`src/sv/antialiased_line_rasterizer_defines.svh`:
```
// ----------------------------------------------------------------------------
// Anti-aliased line rasterizer assertion macros
// Shared assertion forms for the rasterizer's concurrent checks.
// ----------------------------------------------------------------------------
`ifndef ANTIALIASED_LINE_RASTERIZER_DEFINES_SVH
`define ANTIALIASED_LINE_RASTERIZER_DEFINES_SVH

// Same-cycle implication, disabled during reset.
`define ALR_ASSERT_NOW(label, cond, prop) \
    label: assert property (@(posedge clk) disable iff (!rst_n) (cond) |-> (prop)) \
        else $error("rasterizer check failed: same-cycle implication");

// Next-cycle implication, disabled during reset.
`define ALR_ASSERT_NEXT(label, cond, prop) \
    label: assert property (@(posedge clk) disable iff (!rst_n) (cond) |=> (prop)) \
        else $error("rasterizer check failed: next-cycle implication");

`endif

```
`src/sv/alr_pkg.sv`:
```
// ----------------------------------------------------------------------------
// Anti-aliased line rasterizer package
// Widths, sequencer codes and the divider request and status types.
// ----------------------------------------------------------------------------
package alr_pkg;

    localparam int COORD_BITS = 12;
    localparam int FRAC_BITS  = 16;
    localparam int PIX_BITS   = COORD_BITS + 1;
    localparam int COV_BITS   = FRAC_BITS + 1;
    localparam int ACC_BITS   = COORD_BITS + FRAC_BITS + 1;
    localparam int QUO_BITS   = FRAC_BITS + 1;
    localparam int STEP_BITS  = FRAC_BITS + 2;
    localparam int DIV_STEPS  = COORD_BITS + FRAC_BITS;
    localparam int CNT_BITS   = $clog2(DIV_STEPS + 1);

    localparam logic [COV_BITS-1:0] ONE_Q = COV_BITS'(1) << FRAC_BITS;

    localparam logic ACT_START = 1'b0;
    localparam logic ACT_STEP  = 1'b1;

    localparam logic [1:0] ST_IDLE = 2'd0;
    localparam logic [1:0] ST_DIV  = 2'd1;
    localparam logic [1:0] ST_PIX0 = 2'd2;
    localparam logic [1:0] ST_PIX1 = 2'd3;

    typedef struct packed {
        logic                  start;
        logic [COORD_BITS-1:0] num;
        logic [COORD_BITS-1:0] den;
    } div_req_t;

    typedef struct packed {
        logic                busy;
        logic                done;
        logic [QUO_BITS-1:0] quot;
    } div_sts_t;

endpackage

```
`src/sv/alr_div.sv`:
```
// ----------------------------------------------------------------------------
// Anti-aliased line rasterizer divider
// Restoring divider giving floor(num * 2^FRAC_BITS / den), one bit a cycle.
// ----------------------------------------------------------------------------
module alr_div
    import alr_pkg::*;
(
    input  logic     clk,
    input  logic     rst_n,
    input  div_req_t req,
    output div_sts_t sts
);

    logic                  busy_reg, busy_next;
    logic                  done_reg, done_next;
    logic [CNT_BITS-1:0]   cnt_reg, cnt_next;
    logic [COORD_BITS-1:0] rem_reg, rem_next;
    logic [COORD_BITS-1:0] den_reg, den_next;
    logic [DIV_STEPS-1:0]  dvd_reg, dvd_next;
    logic [QUO_BITS-1:0]   quo_reg, quo_next;
    logic [COORD_BITS:0]   shifted;
    logic [COORD_BITS:0]   trial;
    logic                  fits;

    assign shifted = {rem_reg, dvd_reg[DIV_STEPS-1]};
    assign trial   = shifted - {1'b0, den_reg};
    assign fits    = shifted >= {1'b0, den_reg};

    always_comb
    begin
        busy_next = busy_reg;
        done_next = 1'b0;
        cnt_next  = cnt_reg;
        rem_next  = rem_reg;
        den_next  = den_reg;
        dvd_next  = dvd_reg;
        quo_next  = quo_reg;
        if (req.start)
        begin
            busy_next = 1'b1;
            cnt_next  = '0;
            rem_next  = '0;
            den_next  = req.den;
            dvd_next  = {req.num, {FRAC_BITS{1'b0}}};
            quo_next  = '0;
        end
        else if (busy_reg)
        begin
            rem_next = fits ? trial[COORD_BITS-1:0] : shifted[COORD_BITS-1:0];
            dvd_next = {dvd_reg[DIV_STEPS-2:0], 1'b0};
            quo_next = {quo_reg[QUO_BITS-2:0], fits};
            cnt_next = cnt_reg + 1'b1;
            if (cnt_reg == CNT_BITS'(DIV_STEPS - 1))
            begin
                busy_next = 1'b0;
                done_next = 1'b1;
            end
        end
    end

    always_ff @(posedge clk or negedge rst_n)
    begin
        if (!rst_n)
        begin
            busy_reg <= 1'b0;
            done_reg <= 1'b0;
            cnt_reg  <= '0;
        end
        else
        begin
            busy_reg <= busy_next;
            done_reg <= done_next;
            cnt_reg  <= cnt_next;
        end
    end

    always_ff @(posedge clk)
    begin
        rem_reg <= rem_next;
        den_reg <= den_next;
        dvd_reg <= dvd_next;
        quo_reg <= quo_next;
    end

    assign sts.busy = busy_reg;
    assign sts.done = done_reg;
    assign sts.quot = quo_reg;

endmodule

```
`src/sv/antialiased_line_rasterizer.sv`:
```
// ----------------------------------------------------------------------------
// Anti-aliased line rasterizer
// Wu-style line stepping in Q16 fixed point, two coverage pixels per step.
//
//   Channel  Handshake             Payload
//   in       in_valid / in_ready   action, start_x, start_y, end_x, end_y
//   out      out_valid / out_ready pixel_x, pixel_y, coverage, last
//
// A start transfer loads the line and then runs the bit-serial divider,
// except for a vertical line, which needs no division.
// After a step transfer its two pixels leave one per cycle while out_ready is high.
// A step while no line is active gives no pixels.
// The input is not ready while a division or a pixel pair is outstanding.
// Reset is asynchronous and leaves the block idle with no active line.
// ----------------------------------------------------------------------------
`include "antialiased_line_rasterizer_defines.svh"

module antialiased_line_rasterizer
    import alr_pkg::*;
(
    input  logic                  clk,
    input  logic                  rst_n,
    input  logic                  in_valid,
    output logic                  in_ready,
    input  logic                  action,
    input  logic [COORD_BITS-1:0] start_x,
    input  logic [COORD_BITS-1:0] start_y,
    input  logic [COORD_BITS-1:0] end_x,
    input  logic [COORD_BITS-1:0] end_y,
    output logic                  out_valid,
    input  logic                  out_ready,
    output logic [PIX_BITS-1:0]   pixel_x,
    output logic [PIX_BITS-1:0]   pixel_y,
    output logic [COV_BITS-1:0]   coverage,
    output logic                  last
);

    logic [1:0]            state_reg, state_next;
    logic                  active_reg, active_next;
    logic                  steep_reg, steep_next;
    logic                  down_reg, down_next;
    logic                  neg_reg, neg_next;
    logic [PIX_BITS-1:0]   major_pos_reg, major_pos_next;
    logic [COORD_BITS-1:0] major_end_reg, major_end_next;
    logic [ACC_BITS-1:0]   minor_acc_reg, minor_acc_next;
    logic [STEP_BITS-1:0]  minor_step_reg, minor_step_next;

    logic                  in_xfer;
    logic                  out_xfer;
    logic                  swap;
    logic [COORD_BITS-1:0] sx, sy, ex, ey;
    logic [COORD_BITS-1:0] dx, ady;
    logic                  neg;
    logic                  steep;
    logic [PIX_BITS-1:0]   floor_pos;
    logic [FRAC_BITS-1:0]  frac;
    logic [PIX_BITS-1:0]   minor_pix;
    logic                  fin;
    logic [STEP_BITS-1:0]  quot_ext;
    div_req_t              div_req;
    div_sts_t              div_sts;

    alr_div u_div
    (
        .clk   (clk),
        .rst_n (rst_n),
        .req   (div_req),
        .sts   (div_sts)
    );

    assign in_ready  = (state_reg == ST_IDLE);
    assign out_valid = (state_reg == ST_PIX0) || (state_reg == ST_PIX1);
    assign in_xfer   = in_valid && in_ready;
    assign out_xfer  = out_valid && out_ready;

    assign swap  = end_x < start_x;
    assign sx    = swap ? end_x : start_x;
    assign sy    = swap ? end_y : start_y;
    assign ex    = swap ? start_x : end_x;
    assign ey    = swap ? start_y : end_y;
    assign dx    = ex - sx;
    assign neg   = ey < sy;
    assign ady   = neg ? sy - ey : ey - sy;
    assign steep = (dx == '0) || (ady >= dx);

    assign div_req.start = in_xfer && (action == ACT_START) && (dx != '0);
    assign div_req.num   = steep ? dx : ady;
    assign div_req.den   = steep ? ady : dx;

    assign quot_ext = {1'b0, div_sts.quot};

    assign floor_pos = minor_acc_reg[ACC_BITS-1:FRAC_BITS];
    assign frac      = minor_acc_reg[FRAC_BITS-1:0];
    assign fin       = major_pos_reg == {1'b0, major_end_reg};
    assign minor_pix = (state_reg == ST_PIX0) ? floor_pos + 1'b1 : floor_pos;

    assign pixel_x  = steep_reg ? minor_pix : major_pos_reg;
    assign pixel_y  = steep_reg ? major_pos_reg : minor_pix;
    assign coverage = (state_reg == ST_PIX0) ? {1'b0, frac} : ONE_Q - {1'b0, frac};
    assign last     = (state_reg == ST_PIX1) && fin;

    always_comb
    begin
        state_next      = state_reg;
        active_next     = active_reg;
        steep_next      = steep_reg;
        down_next       = down_reg;
        neg_next        = neg_reg;
        major_pos_next  = major_pos_reg;
        major_end_next  = major_end_reg;
        minor_acc_next  = minor_acc_reg;
        minor_step_next = minor_step_reg;
        case (state_reg)
            ST_IDLE:
            begin
                if (in_xfer)
                begin
                    if (action == ACT_START)
                    begin
                        active_next     = 1'b1;
                        steep_next      = steep;
                        down_next       = steep && neg;
                        neg_next        = neg;
                        major_pos_next  = {1'b0, steep ? sy : sx};
                        major_end_next  = steep ? ey : ex;
                        minor_acc_next  = {1'b0, steep ? sx : sy, {FRAC_BITS{1'b0}}};
                        minor_step_next = '0;
                        if (dx != '0)
                        begin
                            state_next = ST_DIV;
                        end
                    end
                    else if (active_reg)
                    begin
                        state_next = ST_PIX0;
                    end
                end
            end
            ST_DIV:
            begin
                if (div_sts.done)
                begin
                    minor_step_next = (!steep_reg && neg_reg) ? -quot_ext : quot_ext;
                    state_next      = ST_IDLE;
                end
            end
            ST_PIX0:
            begin
                if (out_xfer)
                begin
                    state_next = ST_PIX1;
                end
            end
            ST_PIX1:
            begin
                if (out_xfer)
                begin
                    state_next = ST_IDLE;
                    if (fin)
                    begin
                        active_next = 1'b0;
                    end
                    else
                    begin
                        major_pos_next = down_reg ? major_pos_reg - 1'b1
                                                  : major_pos_reg + 1'b1;
                        minor_acc_next = minor_acc_reg
                                       + {{(ACC_BITS-STEP_BITS){minor_step_reg[STEP_BITS-1]}},
                                          minor_step_reg};
                    end
                end
            end
            default:
            begin
                state_next = ST_IDLE;
            end
        endcase
    end

    always_ff @(posedge clk or negedge rst_n)
    begin
        if (!rst_n)
        begin
            state_reg      <= ST_IDLE;
            active_reg     <= 1'b0;
            steep_reg      <= 1'b0;
            down_reg       <= 1'b0;
            neg_reg        <= 1'b0;
            major_pos_reg  <= '0;
            major_end_reg  <= '0;
            minor_acc_reg  <= '0;
            minor_step_reg <= '0;
        end
        else
        begin
            state_reg      <= state_next;
            active_reg     <= active_next;
            steep_reg      <= steep_next;
            down_reg       <= down_next;
            neg_reg        <= neg_next;
            major_pos_reg  <= major_pos_next;
            major_end_reg  <= major_end_next;
            minor_acc_reg  <= minor_acc_next;
            minor_step_reg <= minor_step_next;
        end
    end

    `ALR_ASSERT_NOW(a_div_done_in_div, div_sts.done, state_reg == ST_DIV)
    `ALR_ASSERT_NOW(a_div_idle_outside, state_reg != ST_DIV, !div_sts.busy && !div_sts.done)
    `ALR_ASSERT_NEXT(a_pair_order, (state_reg == ST_PIX0) && out_ready, state_reg == ST_PIX1)
    `ALR_ASSERT_NEXT(a_last_ends_line, out_valid && out_ready && last, !active_reg)

endmodule
```
`config.mk`:
```
export PLATFORM = sky130hd
export DESIGN_NAME = antialiased_line_rasterizer
export DESIGN_NICKNAME = d
export VERILOG_FILES = /design/src/sv/alr_pkg.sv /design/src/sv/alr_div.sv /design/src/sv/antialiased_line_rasterizer.sv
export VERILOG_INCLUDE_DIRS = /design/src /design/src/sv
export SDC_FILE = /design/constraint.sdc
export NUM_CORES = 1
export LEC_CHECK = 0
export ABC_AREA = 1
export CORE_MARGIN = 2
export CORE_UTILIZATION = 60
export DETAILED_ROUTE_END_ITERATION = 8
export DONT_BUFFER_PORTS = 1
export MAX_ROUTING_LAYER = met4
export PLACE_DENSITY = 0.76
export RECOVER_POWER = 25
export REMOVE_ABC_BUFFERS = 1
export SKIP_LAST_GASP = 1
export SYNTH_ARGS = -nofsm -noshare
export SYNTH_HDL_FRONTEND = slang
export SYNTH_SLANG_ARGS = --single-unit
```
`constraint.sdc`:
```
create_clock -name clk -period 3 [get_ports clk]
set_input_delay 0 -clock clk [delete_from_list [all_inputs] [get_ports clk]]
set_output_delay 0 -clock clk [all_outputs]
set_load 0.01 [all_outputs]
```
==> reports/qor.yml <==
timing:
  rsz0062_at_grt: "true"
  period_needed_ns: 4.33
  worst_pin_slew_ns: 2.17
  skew_ns: 0.0172
  max_freq_ghz: 0.231
  fin_crit_sh_pct: 144
  relSlewSlack_pct: -44.5
  fin_ws_ns: -1.33
  setup_viol: 123
  drv_slew: 86
  whs_ns: 0.00365
  final-hold-violation-count: 0
power:
  netSwitchingFraction_pct: 49.6
  power.switching_uw: 8470
  power-per-cell-area_nw_per_um2: 1020
  power_frac_comb_pct: 66.7
  pwr-share-clk_pct: 13.0
  p_int_uw: 8610
  p_seq_share_pct: 20.3
  ir_drop_v: 0.000688
  p_leak_uw: 0.00858
  total_power_uw: 17100
drt:
  drt_wl_total_um: 45500
  antenna_left: 0
  via_per_inst: 5.88
  dr.pass1.iters: 7
  wl_per_cell_um: 18.4
  drt_iter0_drc: 1311
  drc: 0
  vias: 14500
final_layout:
  largest_reg_flops: 29
  syn_to_final_growth_pct: 33.1
  n_fill_cell: 1460
  drive_gt1_share_pct: 23.8
  final_nets: 2327
  fin_cells: 2473
  n_antenna_cell: 0
critical_path:
  rrSetupSlack_ns: -0.13
  worst-path-max-fanout: 10
  cp_data_required_time_ns: 3.24
  path_class: "in -> reg"
  endpoint_kind: "register"
  critical_path.most_common_cell: "nand2_2"
  crit_slowest_cell: "ha_4"
  crit_buf_inv: 9
  crit_path_max_incr_delay_ns: 0.28
  cp_top_family: "compound AO/OA/AOI/OAI gates"
  startpoint_type: "primary input"
  arrival_ns: 4.56
synthesis:
  syn-cell-area_um2: 12600
  yosysWarningCount: 0
  synth_top_family_by_area: "simple AND/OR/NAND/NOR gates"
  synth_cell_types: 60
  synth_cells: 1894
  ys.flop_type: "dfrtp_1"
  synth_xor_area_share_pct: 6.66
  synth_compound_area_share_pct: 18.2
  synth-seq-cells: 138
  syn_area_per_cell_um2: 6.65
  ys_seq_area_share_pct: 27.2
  synthSimpleGateAreaFrac_pct: 28.6
  synth-async-reset-ratio_pct: 61.6
  synth_top_cell_by_area: "dfrtp_1"
  synthMuxAreaShare_pct: 0.0795
  synthTopCellsByArea: "dfrtp_1 (17%), nand2_1 (16%), ha_1 (8.5%)"
  synth_edf_count: 24
  synth_top_area_share_pct: 16.9
  synthAdderAreaFrac_pct: 9.02
cts:
  numCtsBuffers: 17
  worst_skew_pair.late_latency_ns: 0.43
  htreeDepth: 4
  clk_path_buf_depth: 2
  cts-root-buf: "clkbuf_16"
  clock_sinks: 138
  path_clk_slew_ns: 0.07
  cts_tree: "built"
global_route:
  met1_usage_pct: 45.0
  grt_use_total_pct: 38.3
  grt_pass1_wl_um: 65800
  grt_antenna_before_repair: 0
  busiest_layer: "met2"
  grt_util_met2_pct: 64.9
  grt_pass1_vias: 13600
  grt_overflow: 0
  met3_usage_pct: 5.72
  grt_start_max_net_pins: 86
die:
  fp.dieArea_um2: 22200
  num_rows: 53
  die_w_um: 149
  core-area_um2: 20800
  ios: 99
  start_util_pct: 60.5
  die-height_um: 149
placed_design:
  gp_routability_congestion: 1.00
  dp_hpwl_um: 29700
  port_buffers: 0
  dpl.cell_count: 2359
status:
  violations: "max-capacitance violations, max-slew violations, negative setup slack"
  status: "finished, violations left"
min_path:
  min_path_type: "in -> reg"
flow_run:
  cap_viol_max_count: 1
[logic make-up after synthesis]
kind of cell | after synthesis
AOI/OAI and AO/OA | 410
adders and majority gates | 89
xor gates and xnor gates | 95
buffers and inverters | 308
DFF | 138
muxes | 1
and+or+nand+nor | 853
[metrics by stage]
| stage | setup slack (ns) | utilization (%) | setup TNS (ns) | cell area, um^2 |
|---|---|---|---|---|
| floorplan | -3.07 | - | -222.51 | 12200 |
| global placement | -1.46 | 69.9 | -115.87 | 14500 |
| detailed placement | -1.65 | 69.9 | -130.59 | 14500 |
| CTS | -0.901 | 77.3 | -55.29 | 16100 |
| global route | -1.44 | 80.5 | -106.13 | 16800 |
| finish | -1.33 | 80.5 | -85.54 | 16800 |
[cell usage in the layout (no fill, tap or decap), types with 15 or more instances in the layout]
cell type  instances
nand2_1          497
buf_4            285
inv_1            217
o21ai_0          130
nor2_1           119
a21oi_1          106
nand3_1           90
dfrtp_1           85
xor2_1            69
ha_1              67
o22ai_1           38
nand2_2           36
o21ai_1           34
dfxtp_1           29
nand4_1           25
nor3_1            24
edfxtp_1          24
clkbuf_16         22
xnor2_1           21
inv_2             19
nand2_4           18
ha_4              18
o211ai_1          17
a21oi_2           16
o21ai_2           15
[power groups by stage]
stage                     Combinational [uW]  Sequential (uW)  Clock, uW
after CTS                              10200             3430       2230
final                                  11400             3460       2230
after floorplan                         6600             3300          0
after global placement                  9300             3420          0
after global routing                   12500             3540       2310
after detailed placement                9590             3450          0
[worst register-to-register path: cells and delay by family (launching register included)]
family          cells  cell delay (ns)
compound gates      9             1.56
flops               1             0.45
simple gates        5             0.45
fa+ha+maj           1             0.43
buf+inv             2             0.19
[routing by layer]
metal,share of wire [%],up-vias
met2,48,744
li1,-,6844
met1,38,6720
met5,0,-
met3,7.6,232
met4,6.0,0
[cells in the mapped netlist, types with 6 or more instances]
cell type,count
ha_1,86
o21ai_1,28
a211oi_1,7
buf_6,7
o22ai_1,38
nand2_1,542
inv_1,232
a31oi_1,14
nor3_1,24
buf_2,19
nand2_2,6
nand4_1,25
a21oi_1,123
inv_2,8
edfxtp_1,24
buf_4,7
o211ai_1,17
o21ai_0,148
clkbuf_1,24
or2_2,7
dfxtp_1,29
xnor2_1,22
xor2_1,72
dfrtp_1,85
nor2_1,125
a21boi_0,6
nand3_1,97
[timing repair]
action | in CTS | in global routing
endpoints found under the setup margin | 123 | 135
cloned | 5 | 6
gates resized for setup | 69 | 132
hold buffers | 15 | 0
pin swaps | 30 | 54
setup buffers | 44 | 16
hold endpoints to repair | 97 | 0
[final timing paths]
path	from	to	cells after the start
max in group asynchronous	rst_n	minor_step_reg[6]	2
min in group asynchronous	rst_n	minor_acc_reg[26]	2
setup / recovery	start_x[5]	u_div.dvd_reg[16]	34
hold / removal	start_y[11]	major_end_reg[11]	4
hold reg to reg	u_div.rem_reg[8]	u_div.rem_reg[8]	2
setup reg to reg	minor_acc_reg[2]	minor_acc_reg[25]	17
[area by class of cell]
| class | instances | area (um^2) | share of cell area, % |
|---|---|---|---|
| multi-input combinational | 1450 | 8560 | 51.0 |
| sequential | 138 | 3430 | 20.4 |
| timing repair buffer | 333 | 2870 | 17.1 |
| inverter | 244 | 947 | 5.65 |
| clock buffer | 17 | 425 | 2.54 |
| tap | 275 | 344 | 2.05 |
| clock inverter | 15 | 179 | 1.07 |
| timing repair inverter | 1 | 11.3 | 0.0672 |
Note: power is estimated with default switching activity, not from simulation.
